**config.mk**
```make
export PLATFORM = sky130hd
export DESIGN_NAME = thermocouple_frame_decode_average_flat
export DESIGN_NICKNAME = d
export VERILOG_FILES = /design/src/hdl/tfda_pkg.sv /design/src/hdl/tfda_if.sv /design/src/hdl/thermocouple_frame_decode_average.sv /design/src/flat_wrapper.sv
export VERILOG_INCLUDE_DIRS = /design/src /design/src/hdl
export SDC_FILE = /design/constraint.sdc
export NUM_CORES = 1
export LEC_CHECK = 0
export ABC_CLOCK_PERIOD_IN_PS = 9900
export BUFFER_PORTS_ARGS = -buffer_cell sky130_fd_sc_hd__buf_2
export CAP_MARGIN = 40
export CORE_ASPECT_RATIO = 2
export CORE_MARGIN = 2
export CORE_UTILIZATION = 36
export CTS_CLUSTER_DIAMETER = 50
export DETAILED_ROUTE_END_ITERATION = 8
export GPL_ROUTABILITY_DRIVEN = 0
export HOLD_SLACK_MARGIN = 0.06
export PLACE_DENSITY = 0.53
export RECOVER_POWER = 50
export SLEW_MARGIN = 15
export SYNTH_ARGS = -nofsm -noshare
export SYNTH_HDL_FRONTEND = slang
export SYNTH_SLANG_ARGS = --single-unit
```
**constraint.sdc**
```tcl
create_clock -name clk_i -period 9.9 [get_ports clk_i]
set_input_delay 0.495 -clock clk_i [delete_from_list [all_inputs] [get_ports clk_i]]
set_output_delay 0.495 -clock clk_i [all_outputs]
set_load 0.01 [all_outputs]
```
**src/hdl/thermocouple_frame_decode_average_assert.svh**
```systemverilog
// ---------------------------------------------------------------------------
// thermocouple frame decode average assertion macros
// shared concurrent assertion forms, reset-qualified
// ---------------------------------------------------------------------------
`ifndef THERMOCOUPLE_FRAME_DECODE_AVERAGE_ASSERT_SVH
`define THERMOCOUPLE_FRAME_DECODE_AVERAGE_ASSERT_SVH

// same-cycle implication
`define TFDA_ASSERT_IMP(label, clk, rst_n, ante, cons, msg) \
  label: assert property (@(posedge clk) disable iff (!rst_n) (ante) |-> (cons)) \
    else $error(msg);

// next-cycle implication
`define TFDA_ASSERT_NXT(label, clk, rst_n, ante, cons, msg) \
  label: assert property (@(posedge clk) disable iff (!rst_n) (ante) |=> (cons)) \
    else $error(msg);

`endif

```
**src/hdl/tfda_pkg.sv**
```systemverilog
// ---------------------------------------------------------------------------
// tfda_pkg
// shared types and constants of the thermocouple frame decoder
// ---------------------------------------------------------------------------
package tfda_pkg;

  // taps per channel ring; must be a power of two (average is a shift)
  localparam int TAPS     = 8;
  localparam int CHANNELS = 4;

  localparam int CH_W      = 2;
  localparam int FRAME_W   = 32;
  localparam int PROBE_W   = 16;
  localparam int JUNC_W    = 12;
  localparam int FAULT_W   = 3;
  localparam int AVG_SHIFT = $clog2(TAPS);
  localparam int SLOT_W    = (TAPS > 1) ? $clog2(TAPS) : 1;
  localparam int TOTAL_W   = PROBE_W + AVG_SHIFT;

  typedef struct packed {
    logic [CH_W-1:0]    channel;
    logic [FRAME_W-1:0] frame_word;
  } in_req_t;

  typedef struct packed {
    logic [CH_W-1:0]           channel_out;
    logic signed [PROBE_W-1:0] probe_tenths;
    logic signed [PROBE_W-1:0] averaged_tenths;
    logic signed [JUNC_W-1:0]  junction_tenths;
    logic [FAULT_W-1:0]        fault_bits;
  } out_res_t;

endpackage

```
**src/hdl/tfda_if.sv**
```systemverilog
// ---------------------------------------------------------------------------
// tfda_if
// valid/ready channels carrying frame requests and decoded results
// ---------------------------------------------------------------------------
interface tfda_in_if;
  logic              valid;
  logic              ready;
  tfda_pkg::in_req_t payload;

  modport source (output valid, output payload, input ready);
  modport sink   (input valid, input payload, output ready);
endinterface

interface tfda_out_if;
  logic               valid;
  logic               ready;
  tfda_pkg::out_res_t payload;

  modport source (output valid, output payload, input ready);
  modport sink   (input valid, input payload, output ready);
endinterface

```
**src/hdl/thermocouple_frame_decode_average.sv**
```systemverilog
// ---------------------------------------------------------------------------
// thermocouple_frame_decode_average
// converter frame decoder with a per-channel moving average of the probe
// ---------------------------------------------------------------------------
// usage
//   req_i: one request is a channel number and one raw 32-bit converter frame
//   res_o: one result per request, in order: channel echo, probe and
//     cold-junction temperatures in tenths of a degree, the moving average
//     of the probe over the last TAPS frames of that channel, fault bits
//   path: an accepted request is held in the input register, then in the
//     result register; the decode, tap swap and running-total update sit
//     between them
//   throughput: one request per cycle, any channel order, while res_o is not
//     held; the per-channel running total is updated in the same cycle its
//     tap is read, so back to back frames of one channel need no forwarding
//   stall: while res_o is held, the waiting request in the input register
//     stays put and req_i.ready drops only when both registers are full
//   reset: all taps, write slots and running totals clear to zero at once,
//     so the first frames average against zeros; requests still held in the
//     registers are dropped and none is invented across reset
// ---------------------------------------------------------------------------
`include "thermocouple_frame_decode_average_assert.svh"

module thermocouple_frame_decode_average (
  input logic          clk_i,
  input logic          rst_ni,
  tfda_in_if.sink      req_i,
  tfda_out_if.source   res_o
);

  // input register
  logic              s1_valid_q;
  tfda_pkg::in_req_t s1_q;
  logic              s1_move;

  // result register
  logic               out_valid_q;
  tfda_pkg::out_res_t out_q;
  tfda_pkg::out_res_t out_d;

  // per-channel state
  logic signed [tfda_pkg::PROBE_W-1:0] taps_q  [tfda_pkg::CHANNELS][tfda_pkg::TAPS];
  logic        [tfda_pkg::SLOT_W-1:0]  slot_q  [tfda_pkg::CHANNELS];
  logic signed [tfda_pkg::TOTAL_W-1:0] total_q [tfda_pkg::CHANNELS];

  // datapath
  logic signed [13:0]                  raw_probe;
  logic signed [16:0]                  probe_x5;
  logic signed [16:0]                  probe_half;
  logic signed [tfda_pkg::PROBE_W-1:0] probe;
  logic signed [11:0]                  raw_junc;
  logic signed [14:0]                  junc_x5;
  logic signed [14:0]                  junc_eighth;
  logic signed [tfda_pkg::PROBE_W-1:0] old_tap;
  logic signed [tfda_pkg::TOTAL_W-1:0] total_d;
  logic signed [tfda_pkg::TOTAL_W-1:0] total_bias;
  logic        [tfda_pkg::SLOT_W-1:0]  slot_cur;
  logic        [tfda_pkg::SLOT_W-1:0]  slot_nxt;
  logic                                ch_ok;
  logic                                upd;

  // --- handshake --------------------------------------------------------
  // result register empties or is taken -> input register may move on
  assign s1_move     = !out_valid_q || res_o.ready;
  assign req_i.ready = !s1_valid_q || s1_move;
  assign res_o.valid = out_valid_q;
  assign res_o.payload = out_q;

  always_ff @(posedge clk_i or negedge rst_ni) begin
    if (!rst_ni) begin
      s1_valid_q <= 1'b0;
    end else if (req_i.ready) begin
      s1_valid_q <= req_i.valid;
    end
  end

  always_ff @(posedge clk_i) begin
    if (req_i.ready && req_i.valid) begin
      s1_q <= req_i.payload;
    end
  end

  // --- decode -----------------------------------------------------------
  always_comb begin
    // probe: 0.25 deg lsb -> tenths is *5/2, truncated toward zero
    raw_probe  = $signed(s1_q.frame_word[31:18]);
    probe_x5   = ({{3{raw_probe[13]}}, raw_probe} <<< 2) + {{3{raw_probe[13]}}, raw_probe};
    probe_half = (probe_x5 + {16'd0, probe_x5[16]}) >>> 1;
    probe      = probe_half[tfda_pkg::PROBE_W-1:0];

    // cold junction: 0.0625 deg lsb -> tenths is *5/8, truncated toward zero
    raw_junc    = $signed(s1_q.frame_word[15:4]);
    junc_x5     = ({{3{raw_junc[11]}}, raw_junc} <<< 2) + {{3{raw_junc[11]}}, raw_junc};
    junc_eighth = (junc_x5 + (junc_x5[14] ? 15'sd7 : 15'sd0)) >>> 3;

    ch_ok    = (int'(s1_q.channel) < tfda_pkg::CHANNELS);
    upd      = s1_valid_q && s1_move && ch_ok;
    slot_cur = slot_q[s1_q.channel];
    slot_nxt = (int'(slot_cur) == tfda_pkg::TAPS - 1) ? '0 : slot_cur + 1'b1;

    // swap the oldest tap for the new probe value in the running total
    old_tap = taps_q[s1_q.channel][slot_cur];
    total_d = total_q[s1_q.channel]
            - {{tfda_pkg::AVG_SHIFT{old_tap[tfda_pkg::PROBE_W-1]}}, old_tap}
            + {{tfda_pkg::AVG_SHIFT{probe[tfda_pkg::PROBE_W-1]}}, probe};

    // divide by TAPS toward zero: bias negatives by TAPS-1, then shift
    total_bias = total_d + (total_d[tfda_pkg::TOTAL_W-1]
                 ? tfda_pkg::TOTAL_W'(tfda_pkg::TAPS - 1) : '0);

    out_d.channel_out     = s1_q.channel;
    out_d.probe_tenths    = probe;
    out_d.averaged_tenths = ch_ok
                            ? tfda_pkg::PROBE_W'(total_bias >>> tfda_pkg::AVG_SHIFT)
                            : probe;
    out_d.junction_tenths = junc_eighth[tfda_pkg::JUNC_W-1:0];
    out_d.fault_bits      = s1_q.frame_word[tfda_pkg::FAULT_W-1:0];
  end

  // --- per-channel ring state -------------------------------------------
  always_ff @(posedge clk_i or negedge rst_ni) begin
    if (!rst_ni) begin
      for (int c = 0; c < tfda_pkg::CHANNELS; c++) begin
        slot_q[c]  <= '0;
        total_q[c] <= '0;
        for (int t = 0; t < tfda_pkg::TAPS; t++) begin
          taps_q[c][t] <= '0;
        end
      end
    end else if (upd) begin
      slot_q[s1_q.channel]           <= slot_nxt;
      total_q[s1_q.channel]          <= total_d;
      taps_q[s1_q.channel][slot_cur] <= probe;
    end
  end

  // --- result register --------------------------------------------------
  always_ff @(posedge clk_i or negedge rst_ni) begin
    if (!rst_ni) begin
      out_valid_q <= 1'b0;
    end else if (s1_move) begin
      out_valid_q <= s1_valid_q;
    end
  end

  always_ff @(posedge clk_i) begin
    if (s1_move && s1_valid_q) begin
      out_q <= out_d;
    end
  end

  // --- assertions -------------------------------------------------------
  `TFDA_ASSERT_NXT(a_slot_advance, clk_i, rst_ni, upd,
    slot_q[$past(s1_q.channel)] == $past(slot_nxt), "write slot did not advance")
  `TFDA_ASSERT_IMP(a_result_from_s1, clk_i, rst_ni, $rose(out_valid_q),
    $past(s1_valid_q), "result appeared without a pending request")
  `TFDA_ASSERT_IMP(a_avg_range, clk_i, rst_ni, out_valid_q,
    (out_q.averaged_tenths >= -16'sd20480) && (out_q.averaged_tenths <= 16'sd20477),
    "average out of probe range")
  `TFDA_ASSERT_IMP(a_junc_range, clk_i, rst_ni, out_valid_q,
    (out_q.junction_tenths >= -12'sd1280) && (out_q.junction_tenths <= 12'sd1279),
    "junction temperature out of range")

endmodule

```
**src/flat_wrapper.sv**
```systemverilog
// flat-port wrapper written by rule: the top's interface ports become plain ports
module thermocouple_frame_decode_average_flat 
  (clk_i, rst_ni, req_i_valid, req_i_payload, req_i_ready, res_o_valid, res_o_payload, res_o_ready);
  tfda_in_if req_i_i ();
  tfda_out_if res_o_i ();
  input logic clk_i;
  input logic rst_ni;
  input wire logic [$bits(req_i_i.valid)-1:0] req_i_valid;
  input wire logic [$bits(req_i_i.payload)-1:0] req_i_payload;
  output wire logic [$bits(req_i_i.ready)-1:0] req_i_ready;
  output wire logic [$bits(res_o_i.valid)-1:0] res_o_valid;
  output wire logic [$bits(res_o_i.payload)-1:0] res_o_payload;
  input wire logic [$bits(res_o_i.ready)-1:0] res_o_ready;
  assign req_i_i.valid = req_i_valid;
  assign req_i_i.payload = req_i_payload;
  assign req_i_ready = req_i_i.ready;
  assign res_o_valid = res_o_i.valid;
  assign res_o_payload = res_o_i.payload;
  assign res_o_i.ready = res_o_ready;
  thermocouple_frame_decode_average u_core (.clk_i(clk_i), .rst_ni(rst_ni), .req_i(req_i_i), .res_o(res_o_i));
endmodule
```
==> reports/results.ini <==
[clock_tree]
numCtsBuffers = 69
clk_pin_slew_ns = 0.07
htree_levels = 3
root_buffer = clkbuf_16
clk_latency_ns = 0.67
cts.sinks = 682
ctsResizeCount = 0
cts_tree = done
ctsLongestPathBuffers = 3

[detailed_routing]
wl_um = 88800
ant_nets = 0
drtIter0Drc = 1395
met1_length_um = 32700
wl_met3_um = 3180
vias_per_cell = 5.22
route.vias.total = 22000
highest_layer = met4
wl_met2_um = 48300
first_pass_iters = 7
wl_per_cell_um = 21.0
remaining_drc_errors = 0

[sta]
tightestPinTransition_ns = 6.12
rsz0062_at_grt = no
final_hold_viol_count = 0
maxSlewHeadroom_pct = -308
fmax_mhz = 121
hold_ws_ns = 0.135
skew_ns = 0.0349
setup_tns_ns = 0
setup_viol = 0
final-max-slew-violation-count = 541
fin_crit_sh_pct = 83.1
layout_min_cycle_time_ns = 8.23

[run_status]
violations = capacitance limit, slew limit
outcome = finished, violations left

[yosys]
yosysSeqAreaShare_pct = 54.9
syn-num-nets = 3033
synth_flop_cell = dfrtp_1
synth_cell_types = 64
ys_seq_elements = 682
synth_cells = 2928
synth_edf_count = 80
yosysWarnings = 0
syn_area_per_cell_um2 = 10.9
async_flop_share_pct = 88.3
synthesis.area_um2 = 31800

[setup_path]
cp-start-kind = register
worstReg2RegStart = u_core.out_d[48]
r2r_slack_ns = 1.67
worst-endpoint-required_ns = 10.29
critPathCaptureType = register
r2r_cells = 17
worstPathMaxFanout = 119
cp.arrival_ns = 8.62
worstSetupPathType = register to register
regToRegEndpoint = u_core.res_o.payload[27]

[die]
start_util_pct = 36.2
fp-row-count = 154
die_h_um = 424
ios = 89
dieArea_um2 = 90900
core_area_um2 = 87900
fp.dieW_um = 214

[min_path]
hold_path_class = input pin to register
whs_path_depth = 3
hold_end = u_core.res_o.valid
hp-start = res_o_ready

[power]
finalPower_mw = 13.7
ir_drop_mv = 0.498
p_int_mw = 8.04
power_frac_clock_pct = 19.0
p_per_area_nw_per_um2 = 377
pwr-share-seq_pct = 34.0
swShare_pct = 41.5
leakage_nw = 15.8
switchingPower_mw = 5.70
pwr-share-comb_pct = 47.0

[global_route]
grt_overflow = 0
grt_first_pass_wirelength_um = 138000
grt_max_degree = 193
antenna_found_initial = 0
grt_use_total_pct = 20.0
first_global_vias = 23100

[layout]
drive_above_1_share_pct = 13.7
fillers = 8508
mostFrequentLayoutCells = nand2_1, dfrtp_1, o21ai_0
finalNonFillerCells = 4220
final_common_cell = nand2_1
nets = 3099
final_cell_area_um2 = 36400
syn2layout_area_growth_pct = 14.6

[placement]
portBuffers = 85
place_area_um2 = 34000
place_inst = 4058
dp_hpwl_um = 59800

[flow_run]
cap_violations = 13

## kinds of logic after synthesis
| logic type | share of synthesized area [%] |
|---|---|
| adder cells (fa/ha/maj) | 3.11 |
| XOR/XNOR | 2.16 |
| AND/OR/NAND/NOR | 11.1 |
| flip-flops | 54.9 |
| buffers and inverters | 3.51 |
| AO/OA/AOI/OAI | 12.0 |
| multiplexers | 13.2 |
## stage by stage
stage	util [%]	setup WS [ns]
finish	41.5	1.67
global route	41.5	1.25
CTS	41.6	2.77
detailed placement	38.7	2.75
global placement	38.2	2.42
floorplan	-	4.05
## what timing repair did
item / in CTS / in global routing
hold endpoints to repair: 142 / 0
hold buffers: 33 / 0
setup buffers: 0 / 0
## cell usage after synthesis, drive strengths merged (12+ instances only)
cell      n  area (µm²)
ha       47         588
o21ai   513        2570
a21oi   130         651
nand2   607        2280
o21a     12        90.1
inv      83         312
clkbuf  174         654
xor2     26         228
edfxtp   80        2400
nor3     26         135
fa       20         400
nor2    143         537
mux2     32         360
mux2i    47         470
nand3    32         160
buf      34         149
mux4    150        3380
dfrtp   602       15100
xnor2    50         438
## power groups by stage
| stage | Sequential (mW) | Combinational [mW] | Clock [mW] |
|---|---|---|---|
| after floorplan | 4.54 | 4.49 | 0 |
| after global placement | 4.60 | 6.28 | 0 |
| after detailed placement | 4.72 | 6.50 | 0 |
| after CTS | 4.66 | 6.53 | 2.68 |
| after global routing | 4.80 | 7.14 | 2.79 |
| final | 4.68 | 6.45 | 2.60 |
## worst max path at each step
stage / start / endpoint / slack, ns
final: u_core.out_d[48] / u_core.res_o.payload[27] / 1.67
after global routing: u_core.out_d[48] / u_core.res_o.payload[29] / 1.25
after CTS: u_core.raw_probe[2] / u_core.res_o.payload[23] / 2.77
after detailed placement: u_core.raw_probe[2] / u_core.res_o.payload[19] / 2.75
after global placement: u_core.out_d[48] / u_core.res_o.payload[27] / 2.42
after floorplan: u_core.out_d[47] / u_core.res_o.payload[28] / 4.05
## registers in the layout, indices dropped and copies added (netlist names)
name / count
u_core.out_d: 5
u_core.raw_junc: 12
u_core.raw_probe: 14
u_core.res_o.payload: 49
u_core.res_o.valid: 1
u_core.s1_valid_q: 1
u_core.slot_q: 12
u_core.taps_q: 512
u_core.total_q: 76
## metal layers
metal	vias up	GRT usage, %
met1	11000	21.4
met2	508	37.7
met5	-	0
met4	0	10.5
li1	10300	-
met3	161	2.91
## critical path: stages, from the launching register on
cell and delay (ns):
edfxtp_1 0.37, buf_12 0.54, clkbuf_1 2.16, mux4_2 0.48
mux2i_1 0.37, nand2_1 0.11, nand3_1 0.17, o21ai_0 0.22
fa_1 0.62, inv_1 0.04, ha_1 0.35, o2111ai_1 0.15
o21ai_0 0.35, a31oi_1 0.15, xnor2_1 0.73, nand4_1 0.57
nor4_1 0.40, xnor2_1 0.11
## final cells by class
| cell class | count | area (µm²) | area share (%) |
|---|---|---|---|
| clock buffers | 94 | 1900 | 5.22 |
| diodes | 1 | 2.50 | 0.00687 |
| clock inverters | 32 | 324 | 0.890 |
| inverters | 83 | 312 | 0.855 |
| well taps | 1170 | 1460 | 4.02 |
| multi-input cells | 1955 | 13400 | 36.8 |
| flip-flops and latches | 682 | 17500 | 47.9 |
| repair buffers | 203 | 1550 | 4.26 |
Power figures use the tool's default switching activity.
